==> src/hdl/fxfr_pkg.sv <==
// fxfr_pkg: shared widths, codes and beat types of the fixed-point to fraction converter
// no dependencies; used by the interfaces, fxfr_mul, fxfr_core and the top level
package fxfr_pkg;

  localparam int FRAC_BITS = 32;
  localparam int INT_BITS  = 16;
  localparam int DEN_BITS  = 32;
  localparam int IN_W      = INT_BITS + FRAC_BITS;
  localparam int NUM_W     = INT_BITS + DEN_BITS + 1;
  localparam int PROD_W    = FRAC_BITS + DEN_BITS;
  localparam int TOL_W     = 16;
  localparam int STEP_W    = 20;
  localparam int CFG_IDX_W = 1;
  localparam int CFG_DATA_W = (TOL_W > STEP_W) ? TOL_W : STEP_W;

  localparam logic [TOL_W-1:0]  TOL_RESET   = TOL_W'(4);
  localparam logic [STEP_W-1:0] STEPS_RESET = STEP_W'(65535);

  typedef enum logic [CFG_IDX_W-1:0] {
    CFG_TOLERANCE = 1'b0,
    CFG_MAX_STEPS = 1'b1
  } fxfr_cfg_idx_t;

  typedef enum logic [1:0] {
    ST_CONVERGED  = 2'd0,
    ST_STEP_LIMIT = 2'd1,
    ST_DEN_OVF    = 2'd2
  } fxfr_status_t;

  typedef struct packed {
    logic [TOL_W-1:0]  tolerance;
    logic [STEP_W-1:0] max_steps;
  } fxfr_cfg_t;

  typedef struct packed {
    logic signed [NUM_W-1:0] numerator;
    logic [DEN_BITS-1:0]     denominator;
    fxfr_status_t            status;
  } fxfr_res_t;

endpackage

==> src/hdl/fxfr_if.sv <==
// fxfr_if: valid/ready channels for the input and result beats
// depends on fxfr_pkg
interface fxfr_in_if import fxfr_pkg::*; ();
  logic                   valid;
  logic                   ready;
  logic signed [IN_W-1:0] value_in;

  modport source (output valid, output value_in, input ready);
  modport sink   (input valid, input value_in, output ready);
endinterface

interface fxfr_out_if import fxfr_pkg::*; ();
  logic                    valid;
  logic                    ready;
  logic signed [NUM_W-1:0] numerator;
  logic [DEN_BITS-1:0]     denominator;
  logic [1:0]              status;

  modport source (output valid, output numerator, output denominator, output status,
                  input ready);
  modport sink   (input valid, input numerator, input denominator, input status,
                  output ready);
endinterface

==> src/hdl/fxfr_mul.sv <==
// fxfr_mul: shared unsigned multiplier with a registered product
// depends on fxfr_pkg
module fxfr_mul import fxfr_pkg::*; (
  input  logic                  clk,
  input  logic [FRAC_BITS-1:0]  a,
  input  logic [DEN_BITS-1:0]   b,
  output logic [PROD_W-1:0]     p
);

  logic [PROD_W-1:0] p_r;

  always_ff @(posedge clk) begin
    p_r <= PROD_W'(a) * PROD_W'(b);
  end

  assign p = p_r;

endmodule

==> src/hdl/fxfr_core.sv <==
// fxfr_core: sequencer and datapath of the mediant search
// depends on fxfr_pkg and fxfr_mul
module fxfr_core import fxfr_pkg::*; (
  input  logic                   clk,
  input  logic                   rst_n,
  input  logic                   start,
  input  logic signed [IN_W-1:0] value_in,
  input  fxfr_cfg_t              cfg,
  output logic                   idle,
  output logic                   res_valid,
  input  logic                   res_ready,
  output fxfr_res_t              res
);

  typedef enum logic [2:0] {
    S_IDLE, S_MED, S_MUL_F, S_MUL_T, S_CMP, S_MUL_I, S_SUM, S_DONE
  } state_t;

  state_t              state_r;
  logic                neg_r;
  logic [INT_BITS-1:0] int_r;
  logic [FRAC_BITS-1:0] frac_r;
  logic [TOL_W-1:0]    tol_r;
  logic [STEP_W-1:0]   limit_r;
  logic [STEP_W-1:0]   step_r;
  logic [DEN_BITS-1:0] lo_num_r, lo_den_r, up_num_r, up_den_r;
  logic [DEN_BITS-1:0] mnum_r, mden_r;
  logic [PROD_W-1:0]   diff_r;
  logic                lt_r;
  logic [NUM_W-1:0]    mag_r;
  fxfr_status_t        status_r;

  logic                in_neg;
  logic [IN_W-1:0]     in_mag;
  logic [DEN_BITS:0]   nn, nd;
  logic [PROD_W-1:0]   lhs;
  logic [FRAC_BITS-1:0] mul_a;
  logic [PROD_W-1:0]   prod;

  assign in_neg = value_in[IN_W-1];
  assign in_mag = in_neg ? IN_W'(-value_in) : IN_W'(value_in);
  assign nn     = {1'b0, lo_num_r} + {1'b0, up_num_r};
  assign nd     = {1'b0, lo_den_r} + {1'b0, up_den_r};
  assign lhs    = {mnum_r, {FRAC_BITS{1'b0}}};

  // operand select for the shared multiplier
  always_comb begin
    case (state_r)
      S_MUL_T: mul_a = FRAC_BITS'(tol_r);
      S_MUL_I: mul_a = FRAC_BITS'(int_r);
      default: mul_a = frac_r;
    endcase
  end

  fxfr_mul u_mul (
    .clk (clk),
    .a   (mul_a),
    .b   (mden_r),
    .p   (prod)
  );

  always_ff @(posedge clk) begin
    if (!rst_n) begin
      state_r  <= S_IDLE;
      step_r   <= '0;
      status_r <= ST_CONVERGED;
    end else begin
      unique case (state_r)
        S_IDLE: begin
          if (start) begin
            neg_r    <= in_neg;
            int_r    <= in_mag[IN_W-1:FRAC_BITS];
            frac_r   <= in_mag[FRAC_BITS-1:0];
            tol_r    <= cfg.tolerance;
            limit_r  <= (cfg.max_steps == '0) ? STEP_W'(1) : cfg.max_steps;
            lo_num_r <= '0;
            lo_den_r <= DEN_BITS'(1);
            up_num_r <= DEN_BITS'(1);
            up_den_r <= '0;
            step_r   <= '0;
            mnum_r   <= '0;
            mden_r   <= DEN_BITS'(1);
            status_r <= ST_CONVERGED;
            if (in_mag[FRAC_BITS-1:0] < FRAC_BITS'(cfg.tolerance)) begin
              state_r <= S_MUL_I;
            end else begin
              state_r <= S_MED;
            end
          end
        end
        S_MED: begin
          if (nn[DEN_BITS] || nd[DEN_BITS]) begin
            status_r <= ST_DEN_OVF;
            state_r  <= S_MUL_I;
          end else begin
            mnum_r  <= nn[DEN_BITS-1:0];
            mden_r  <= nd[DEN_BITS-1:0];
            step_r  <= step_r + STEP_W'(1);
            state_r <= S_MUL_F;
          end
        end
        S_MUL_F: begin
          state_r <= S_MUL_T;
        end
        S_MUL_T: begin
          // product holds frac * den here
          if (lhs < prod) begin
            lt_r   <= 1'b1;
            diff_r <= prod - lhs;
          end else begin
            lt_r   <= 1'b0;
            diff_r <= lhs - prod;
          end
          state_r <= S_CMP;
        end
        S_CMP: begin
          // product holds tolerance * den here
          if (diff_r < prod) begin
            status_r <= ST_CONVERGED;
            state_r  <= S_MUL_I;
          end else begin
            if (lt_r) begin
              lo_num_r <= mnum_r;
              lo_den_r <= mden_r;
            end else begin
              up_num_r <= mnum_r;
              up_den_r <= mden_r;
            end
            if (step_r >= limit_r) begin
              status_r <= ST_STEP_LIMIT;
              state_r  <= S_MUL_I;
            end else begin
              state_r <= S_MED;
            end
          end
        end
        S_MUL_I: begin
          state_r <= S_SUM;
        end
        S_SUM: begin
          mag_r   <= NUM_W'(prod) + NUM_W'(mnum_r);
          state_r <= S_DONE;
        end
        S_DONE: begin
          if (res_ready) begin
            state_r <= S_IDLE;
          end
        end
        default: begin
          state_r <= S_IDLE;
        end
      endcase
    end
  end

  assign idle            = (state_r == S_IDLE);
  assign res_valid       = (state_r == S_DONE);
  assign res.numerator   = $signed(neg_r ? (-mag_r) : mag_r);
  assign res.denominator = mden_r;
  assign res.status      = status_r;

`ifndef SYNTH
  a_den_nonzero: assert property (@(posedge clk) disable iff (!rst_n)
    (state_r != S_IDLE) |-> (mden_r != '0))
    else $error("mediant denominator is zero during a search");

  a_step_bounded: assert property (@(posedge clk) disable iff (!rst_n)
    (state_r != S_IDLE) |-> (step_r <= limit_r))
    else $error("step count passed the step limit");

  a_limit_status: assert property (@(posedge clk) disable iff (!rst_n)
    (state_r == S_DONE && status_r == ST_STEP_LIMIT) |-> (step_r == limit_r))
    else $error("step limit status without reaching the limit");

  a_done_holds: assert property (@(posedge clk) disable iff (!rst_n)
    (state_r == S_DONE && !res_ready) |=> (state_r == S_DONE && $stable(mden_r)))
    else $error("result left before it was taken");
`endif

endmodule

==> src/hdl/fixed_to_fraction_mediant_search.sv <==
// fixed_to_fraction_mediant_search: top level, configuration registers and result register
// depends on fxfr_pkg, fxfr_if and fxfr_core
//
// Converts a signed Q16.32 value into a fraction numerator/denominator with a status code
// (converged, step limit reached, denominator overflow) by a Stern-Brocot mediant search.
// in_ch carries one value per beat; out_ch carries one result beat per input beat.
// cfg_we/cfg_index/cfg_wdata write the tolerance (index 0, in 2^-32 units) and the step
// limit (index 1); write them only while no conversion is in flight.
// in_ch.ready is high only while the search sequencer is idle; one value is worked at a time.
// Each mediant step passes through the mediant, two passes through the one shared 32x32
// multiplier and the compare; the search stops on convergence, at the step limit or at a
// mediant whose numerator or denominator overflows, after which the whole part is
// multiplied in and added. A fraction below the tolerance skips the search. The next value
// is taken in the cycle after the result enters the output register.
// The result sits in an output register; the sequencer goes idle again as soon as the
// register can take the result, so a new value is accepted while a result waits.
// When the receiver stalls with the register full, the sequencer holds its finished result.
// rst_n is synchronous: the tolerance returns to 4, the step limit to 65535, the
// sequencer to idle and the output register to empty.
module fixed_to_fraction_mediant_search import fxfr_pkg::*; (
  input  logic                  clk,
  input  logic                  rst_n,
  fxfr_in_if.sink               in_ch,
  fxfr_out_if.source            out_ch,
  input  logic                  cfg_we,
  input  logic [CFG_IDX_W-1:0]  cfg_index,
  input  logic [CFG_DATA_W-1:0] cfg_wdata
);

  logic [TOL_W-1:0]        tol_r;
  logic [STEP_W-1:0]       steps_r;
  logic                    out_valid_r;
  logic signed [NUM_W-1:0] out_num_r;
  logic [DEN_BITS-1:0]     out_den_r;
  logic [1:0]              out_status_r;

  fxfr_cfg_t cfg;
  fxfr_res_t res;
  logic      core_idle;
  logic      res_valid;
  logic      res_ready;

  assign cfg.tolerance = tol_r;
  assign cfg.max_steps = steps_r;

  always_ff @(posedge clk) begin
    if (!rst_n) begin
      tol_r   <= TOL_RESET;
      steps_r <= STEPS_RESET;
    end else if (cfg_we) begin
      unique case (cfg_index)
        CFG_TOLERANCE: tol_r   <= cfg_wdata[TOL_W-1:0];
        CFG_MAX_STEPS: steps_r <= cfg_wdata[STEP_W-1:0];
        default:       tol_r   <= tol_r;
      endcase
    end
  end

  assign in_ch.ready = core_idle;
  assign res_ready   = !out_valid_r || out_ch.ready;

  fxfr_core u_core (
    .clk       (clk),
    .rst_n     (rst_n),
    .start     (in_ch.valid && core_idle),
    .value_in  (in_ch.value_in),
    .cfg       (cfg),
    .idle      (core_idle),
    .res_valid (res_valid),
    .res_ready (res_ready),
    .res       (res)
  );

  always_ff @(posedge clk) begin
    if (!rst_n) begin
      out_valid_r <= 1'b0;
    end else if (res_valid && res_ready) begin
      out_valid_r  <= 1'b1;
      out_num_r    <= res.numerator;
      out_den_r    <= res.denominator;
      out_status_r <= res.status;
    end else if (out_ch.ready) begin
      out_valid_r <= 1'b0;
    end
  end

  assign out_ch.valid       = out_valid_r;
  assign out_ch.numerator   = out_num_r;
  assign out_ch.denominator = out_den_r;
  assign out_ch.status      = out_status_r;

endmodule

==> src/flat_wrapper.sv <==
// flat-port wrapper written by rule: the top's interface ports become plain ports
module fixed_to_fraction_mediant_search_flat import fxfr_pkg::*;
  (clk, rst_n, cfg_we, cfg_index, cfg_wdata, in_ch_valid, in_ch_value_in, in_ch_ready, out_ch_valid, out_ch_numerator, out_ch_denominator, out_ch_status, out_ch_ready);
  fxfr_in_if in_ch_i ();
  fxfr_out_if out_ch_i ();
  input  logic clk;
  input  logic rst_n;
  input  logic cfg_we;
  input  logic [CFG_IDX_W-1:0] cfg_index;
  input  logic [CFG_DATA_W-1:0] cfg_wdata;
  input wire logic [$bits(in_ch_i.valid)-1:0] in_ch_valid;
  input wire logic [$bits(in_ch_i.value_in)-1:0] in_ch_value_in;
  output wire logic [$bits(in_ch_i.ready)-1:0] in_ch_ready;
  output wire logic [$bits(out_ch_i.valid)-1:0] out_ch_valid;
  output wire logic [$bits(out_ch_i.numerator)-1:0] out_ch_numerator;
  output wire logic [$bits(out_ch_i.denominator)-1:0] out_ch_denominator;
  output wire logic [$bits(out_ch_i.status)-1:0] out_ch_status;
  input wire logic [$bits(out_ch_i.ready)-1:0] out_ch_ready;
  assign in_ch_i.valid = in_ch_valid;
  assign in_ch_i.value_in = in_ch_value_in;
  assign in_ch_ready = in_ch_i.ready;
  assign out_ch_valid = out_ch_i.valid;
  assign out_ch_numerator = out_ch_i.numerator;
  assign out_ch_denominator = out_ch_i.denominator;
  assign out_ch_status = out_ch_i.status;
  assign out_ch_i.ready = out_ch_ready;
  fixed_to_fraction_mediant_search u_core (.clk(clk), .rst_n(rst_n), .in_ch(in_ch_i), .out_ch(out_ch_i), .cfg_we(cfg_we), .cfg_index(cfg_index), .cfg_wdata(cfg_wdata));
endmodule
==> config.mk <==
export PLATFORM = sky130hd
export DESIGN_NAME = fixed_to_fraction_mediant_search_flat
export DESIGN_NICKNAME = d
export VERILOG_FILES = /design/src/hdl/fxfr_pkg.sv /design/src/hdl/fxfr_if.sv /design/src/hdl/fxfr_mul.sv /design/src/hdl/fxfr_core.sv /design/src/hdl/fixed_to_fraction_mediant_search.sv /design/src/flat_wrapper.sv
export SDC_FILE = /design/constraint.sdc
export NUM_CORES = 2
export LEC_CHECK = 0
export BUFFER_PORTS_ARGS = -buffer_cell sky130_fd_sc_hd__buf_2
export CAP_MARGIN = 40
export CORE_MARGIN = 2
export CORE_UTILIZATION = 35
export DETAILED_ROUTE_END_ITERATION = 8
export PLACE_DENSITY_LB_ADDON = 0.2
export SLEW_MARGIN = 15
export SYNTH_ARGS = -nofsm -noshare
export SYNTH_HDL_FRONTEND = slang
export SYNTH_SLANG_ARGS = --single-unit
==> constraint.sdc <==
create_clock -name clk -period 19.7 [get_ports clk]
set_clock_uncertainty 0.15 [all_clocks]
set_input_delay 2.955 -clock clk [delete_from_list [all_inputs] [get_ports clk]]
set_output_delay 2.955 -clock clk [all_outputs]
set_load 0.03 [all_outputs]
[After elaboration in Yosys (flattened, before gate mapping)]
Index checks and enable logic that the tools add are counted.
Word-level totals
  output and inout bits: 85
  memories: 0
  bits in writable memories: 0
  ROM bits: 0
  latch bits: 0
  register bits after elaboration: 600
Operators by class
  add/subtract/negate cells: 8
  multiplexer cells: 40
  shift operators: 0
  reductions and logical operators: 23
  multipliers: 1
  bitwise gates (word level): 1
  magnitude comparators: 4
  equal/unequal tests: 15
  div/mod/pow operators: 0
Operator list (count)
  32-bit one-hot mux with 2 select lines: 7
  32-bit two-way mux: 12
  64-bit less-than comparator: 2
  64-bit subtractor: 2
  32-bit by 32-bit adder with 33-bit output: 2
  32-bit by 32-bit multiplier with 64-bit output: 1
  64-bit two-way mux: 1
  49-bit by 32-bit adder with 49-bit output: 1
  49-bit two-way mux: 1
  49-bit negation: 1
  48-bit negation: 1
  47-bit two-way mux: 1
  20-bit two-way mux: 2
  20-bit one-hot mux with 2 select lines: 1
  32-bit by 16-bit less-than comparator with 1-bit output: 1
  3-bit one-hot mux with 8 select lines: 1
  20-bit by 1-bit adder with 20-bit output, second input constant: 1
  20-bit greater-or-equal comparator: 1
  20-bit logical NOT: 1
  3-bit two-way mux: 6
  2-bit != test, second input constant: 7
  3-bit == test, second input constant: 4
  2-bit AND reduction: 6
  5-bit AND reduction: 2
  other kinds (15): 27

[Logic depth before layout (Yosys ltp)]
  depth in word-level cells: 6
  depth in mapped cells: 37

[Cells and area by module]
A second synthesis with hierarchy kept.
Unflattened totals
  cells, all modules: 6812
  area, all modules: 66368.7 um^2
By module, submodules not included
  fxfr_mul: cells each 3805, area each 34685.8 um^2, seq. area each 1281.2 um^2, times used 1
  fxfr_core: cells each 2758, area each 27704.1 um^2, seq. area each 12241.7 um^2, times used 1
  fixed_to_fraction_mediant_search: cells each 249, area each 3978.8 um^2, seq. area each 3233.1 um^2, times used 1

[Worst setup path before layout]
Ideal clock, no wire load.
  path kind: input-to-reg
  start point: input rst_n
  end point: register u_core.out_den_r[0], in the netlist u_core.out_ch.denominator[0] (enable)
  setup time: 0.627 ns
  slack: 10.003 ns
  stages: 3
  arrival: 8.920 ns
  required time: 18.923 ns
  buffers on the path: 1
  cell sequence: clkbuf_1 nand2_1 nor3_1
Between the ends
  cells in the longest elaborated chain, start to end: 1
Ends and longest elaborated chain
  start: declaration: line flat_wrapper.sv:7  | input logic rst_n;
  2-bit AND reduction (no line)
  end signal: assignment: line fixed_to_fraction_mediant_search.sv:80  | out_den_r <= res.denominator;
  end: declaration: line fixed_to_fraction_mediant_search.sv:34  | logic [DEN_BITS-1:0] out_den_r;
Every way passes these cells.
A chain may end at the register's enable or synchronous reset.

[Final worst setup path]
  start point: register u_core.u_core.state_r[2]
  end point: register u_core.u_core.u_mul.p_r[61], in the netlist u_core.u_core.u_mul.p[61]
Between the ends
  cells in the longest elaborated chain, start to end: 3
  elaborated cells on any way between the ends: 4
  those cells by class: mul: 1; eq/ne: 2; mux: 1
Ends and longest elaborated chain
  start: declaration: line fxfr_core.sv:19  | state_t state_r;
  start signal: assignment: line fxfr_core.sv:64  | state_r <= S_IDLE;
  start signal: assignment: line fxfr_core.sv:85  | state_r <= S_MUL_I;
  start signal: assignment: line fxfr_core.sv:87  | state_r <= S_MED;
  3-bit == test or 3-bit by 2-bit == test with 1-bit output (tied branches): line fxfr_core.sv:48  | case (state_r)
  32-bit one-hot mux with 2 select lines *: line fxfr_core.sv:48
  32-bit by 32-bit multiplier with 64-bit output *: line fxfr_mul.sv:13  | p_r <= PROD_W'(a) * PROD_W'(b);
  end signal: assignment: line fxfr_mul.sv:13
  end: declaration: line fxfr_mul.sv:10  | logic [PROD_W-1:0] p_r;
Mark *: on every way between the ends. The rest lies on a longest branch, timed or not.

==> impl_metrics.py <==
metrics = {
    "status": {
        "status": "complete, no violations",
    },
    "timing": {
        "post-route-period-util_pct": 56.7,
        "fmax_mhz": 89.5,
        "finalSetupViolations": 0,
        "rsz0062_at_grt": "false",
        "setup_slack_ns": 8.53,
        "finalHoldViolCount": 0,
        "worstMarginPinSlew_ns": 0.931,
        "final.setup.tns_ns": 0,
        "relSlewSlack_pct": 36.3,
        "slew_viol_final": 0,
        "min_period_ns": 11.17,
    },
    "logic_synthesis": {
        "synth_fp_nets": 8233,
        "synthMuxAreaShare_pct": 0.381,
        "synth.cell_area_um2": 65700,
        "synth-main-ff-cell": "edfxtp_1",
        "synth_edf_count": 474,
        "ys_async_sr_fraction_pct": 0,
        "yosys_warnings": 0,
        "synth-simple-area-share_pct": 15.3,
        "synthXorXnorAreaFrac_pct": 4.03,
        "netlist_instances": 6736,
        "synthAdderAreaFrac_pct": 37.4,
        "synth_compound_area_share_pct": 9.09,
        "ys_types": 77,
        "synth_top_family_by_area": "adder cells",
        "yosysSeqAreaShare_pct": 25.5,
        "synth_seq_cells": 600,
        "syn_avg_cell_area_um2": 9.75,
    },
    "critical_path": {
        "arrival_ns": 11.62,
        "required_ns": 20.15,
        "crit_top_cell": "fa_1",
        "cpPeakStageDelay_ns": 0.73,
        "r2r-end": "u_core.u_core.u_mul.p[61]",
        "r2r_start": "u_core.u_core.state_r[2]",
        "cp_slowest_cell": "a211oi_1",
        "r2r_slack_ns": 8.53,
        "cp_max_fo": 70,
        "setup.worst_path.end_class": "flop",
        "start_kind": "flop",
        "rr_worst_depth": 30,
        "critical_path_class": "reg -> reg",
    },
    "place": {
        "dpl_cell_area_um2": 69600,
        "place.gp.congestion": 0.953,
        "placed_cells": 9160,
        "hpwl_um": 160000,
        "portBuffers": 158,
        "dpl_worst_slack_ns": 8.67,
    },
    "hold_path": {
        "hold_start": "u_core.u_core.status_r[0]",
        "hp-class": "reg -> reg",
        "hold_depth": 0,
        "min_to": "u_core.out_ch.status[0]",
    },
    "detailed_routing": {
        "drc_errors": 0,
        "dr.pass1.iters": 5,
        "wl_um": 208000,
        "drt_iter0_drc": 3443,
        "dr_total_vias": 48000,
        "viasPerCell": 5.16,
        "wl_per_cell_um": 22.3,
        "postRouteAntennaNets": 0,
    },
    "cts": {
        "cts.sinks": 600,
        "hold_buffers": 0,
        "cts_buffers": 72,
        "clk_latency_ns": 0.71,
        "cts_tree": "done",
        "ctsResizeCount": 0,
        "h-tree-depth": 3,
        "post-cts-setup-buffers": 0,
        "path_clk_slew_ns": 0.06,
        "cts_buffer_depth": 3,
        "clockRootBuffer": "clkbuf_16",
    },
    "floorplanning": {
        "die_y_um": 437,
        "initial_core_util_pct": 35.1,
        "coreArea_um2": 187000,
        "rows": 159,
        "die_width_um": 437,
        "io-pin-count": 159,
        "dieArea_um2": 191000,
    },
    "grt": {
        "antenna_found_initial": 19,
        "grt_pass1_wl_um": 315000,
        "grt_usage_pct": 21.8,
        "grt.overflow.total": 0,
        "grt_pass1_vias": 49900,
        "grt_start_max_net_pins": 71,
    },
    "cells_and_area": {
        "drive_gt1_share_pct": 6.60,
        "instances_no_fill": 9300,
        "fillers": 18700,
        "multi_input_area_um2": 43700,
        "nets": 8236,
        "regArea_um2": 16800,
        "postLayoutCellArea_um2": 71900,
        "syn_to_final_growth_pct": 9.48,
    },
    "flow_run": {
        "cap_violations": 0,
    },
}
[layer usage]
metal	wire length, um	track usage (%)	part of all wire (%)
met2	98900	36.4	48
met5	11	0	0.0053
met1	92100	29.9	44
met3	11600	2.80	5.6
met4	5000	5.48	2.4
[per-stage QoR]
stage	util (%)	hold WS, ns
2_1_floorplan	-	0.252
3_5_place_dp	37.2	0.267
3_3_place_gp	37.0	0.266
5_1_grt	38.4	0.307
4_1_cts	38.4	0.282
6_report	38.4	0.286
[synth_stat cells, types with 18 or more instances]
cell	instances	area, um^2
and2_1	399	2500
a21oi_1	241	1210
nor2b_1	32	200
xnor2_1	238	2080
xor2_1	64	561
or3_1	23	144
a31oi_1	28	175
nand3_1	77	385
ha_1	523	6540
inv_1	1113	4180
fa_1	900	18000
o211ai_1	18	135
or4_1	27	203
mux2i_1	25	250
o22ai_1	20	125
nor4_1	59	369
nand4_1	46	288
nand2_1	777	2920
edfxtp_1	474	14200
and3_1	184	1150
a21o_1	168	1260
clkbuf_1	330	1240
nor2_1	217	815
a211oi_1	32	240
a21boi_0	24	180
o21ai_0	167	836
o31ai_1	44	330
o21a_1	30	225
nand2b_1	60	375
o21bai_1	38	285
o41ai_1	20	175
nor3_1	56	280
dfxtp_1	126	2520
[flip-flops by register name, indices dropped and copies added (netlist names), 2 cells and up]
signal,cells
u_core.out_ch.numerator,49
u_core.u_core.frac_r,32
u_core.u_core.int_r,16
u_core.u_core.lo_den_r,32
u_core.u_core.mden_r,32
u_core.tol_r,16
u_core.u_core.mnum_r,32
u_core.u_core.status_r,2
u_core.out_ch.status,2
u_core.u_core.state_r,3
u_core.u_core.diff_r,64
u_core.u_core.up_num_r,32
u_core.u_core.lo_num_r,32
u_core.u_core.limit_r,20
u_core.u_core.up_den_r,32
u_core.out_ch.denominator,32
u_core.u_core.mag_r,49
u_core.u_core.tol_r,16
u_core.u_core.step_r,20
u_core.u_core.u_mul.p,64
u_core.steps_r,20
[worst max-delay path, delay by kind of cell, from the launching register on]
kind	cells	cell delay, ns
adders and majority gates	9	4.53
and+or+nand+nor	7	2.36
AOI/OAI and AO/OA	6	1.88
buffers and inverters	7	1.42
DFF	1	0.48
xor gates and xnor gates	1	0.13
[logic make-up after synthesis]
logic type	Yosys count
DFF	600
muxes	25
xor gates and xnor gates	302
and+or+nand+nor	2009
adders and majority gates	1423
buffers and inverters	1458
AOI/OAI and AO/OA	919
[worst max-delay path by stage]
| stage | end | from |
|---|---|---|
| finish | u_core.u_core.u_mul.p[61] | u_core.u_core.state_r[2] |
| global route | u_core.u_core.u_mul.p[63] | u_core.u_core.state_r[2] |
| CTS | u_core.u_core.u_mul.p[61] | u_core.u_core.state_r[2] |
| detailed placement | u_core.u_core.u_mul.p[61] | u_core.u_core.state_r[2] |
| global placement | u_core.u_core.u_mul.p[61] | u_core.u_core.state_r[1] |
| floorplan | u_core.out_ch.denominator[0] | rst_n |
[cell type report]
class                      count  share of cell area, %
inverter                    1114                   5.81
antenna                        6                 0.0209
multi-input combinational   4678                   60.8
clock buffer                  94                   2.72
clock inverter                40                  0.550
timing repair buffer         273                   2.49
tap                         2495                   4.34
sequential                   600                   23.3
[cells in the final DEF, fill, tap and decap left out, types with 167 or more instances in the layout]
cell and count:
ha_1 523, and2_1 398, a21oi_1 224, inv_1 1113, edfxtp_1 474, xnor2_1 238, o21ai_0 167, nor2_1 216
fa_1 900, a21o_1 168, nand2_1 776, and3_1 183
Power is left out: the tool's default activity adds up to more than one toggle a clock period on the data nets, which glitch-free logic cannot reach.
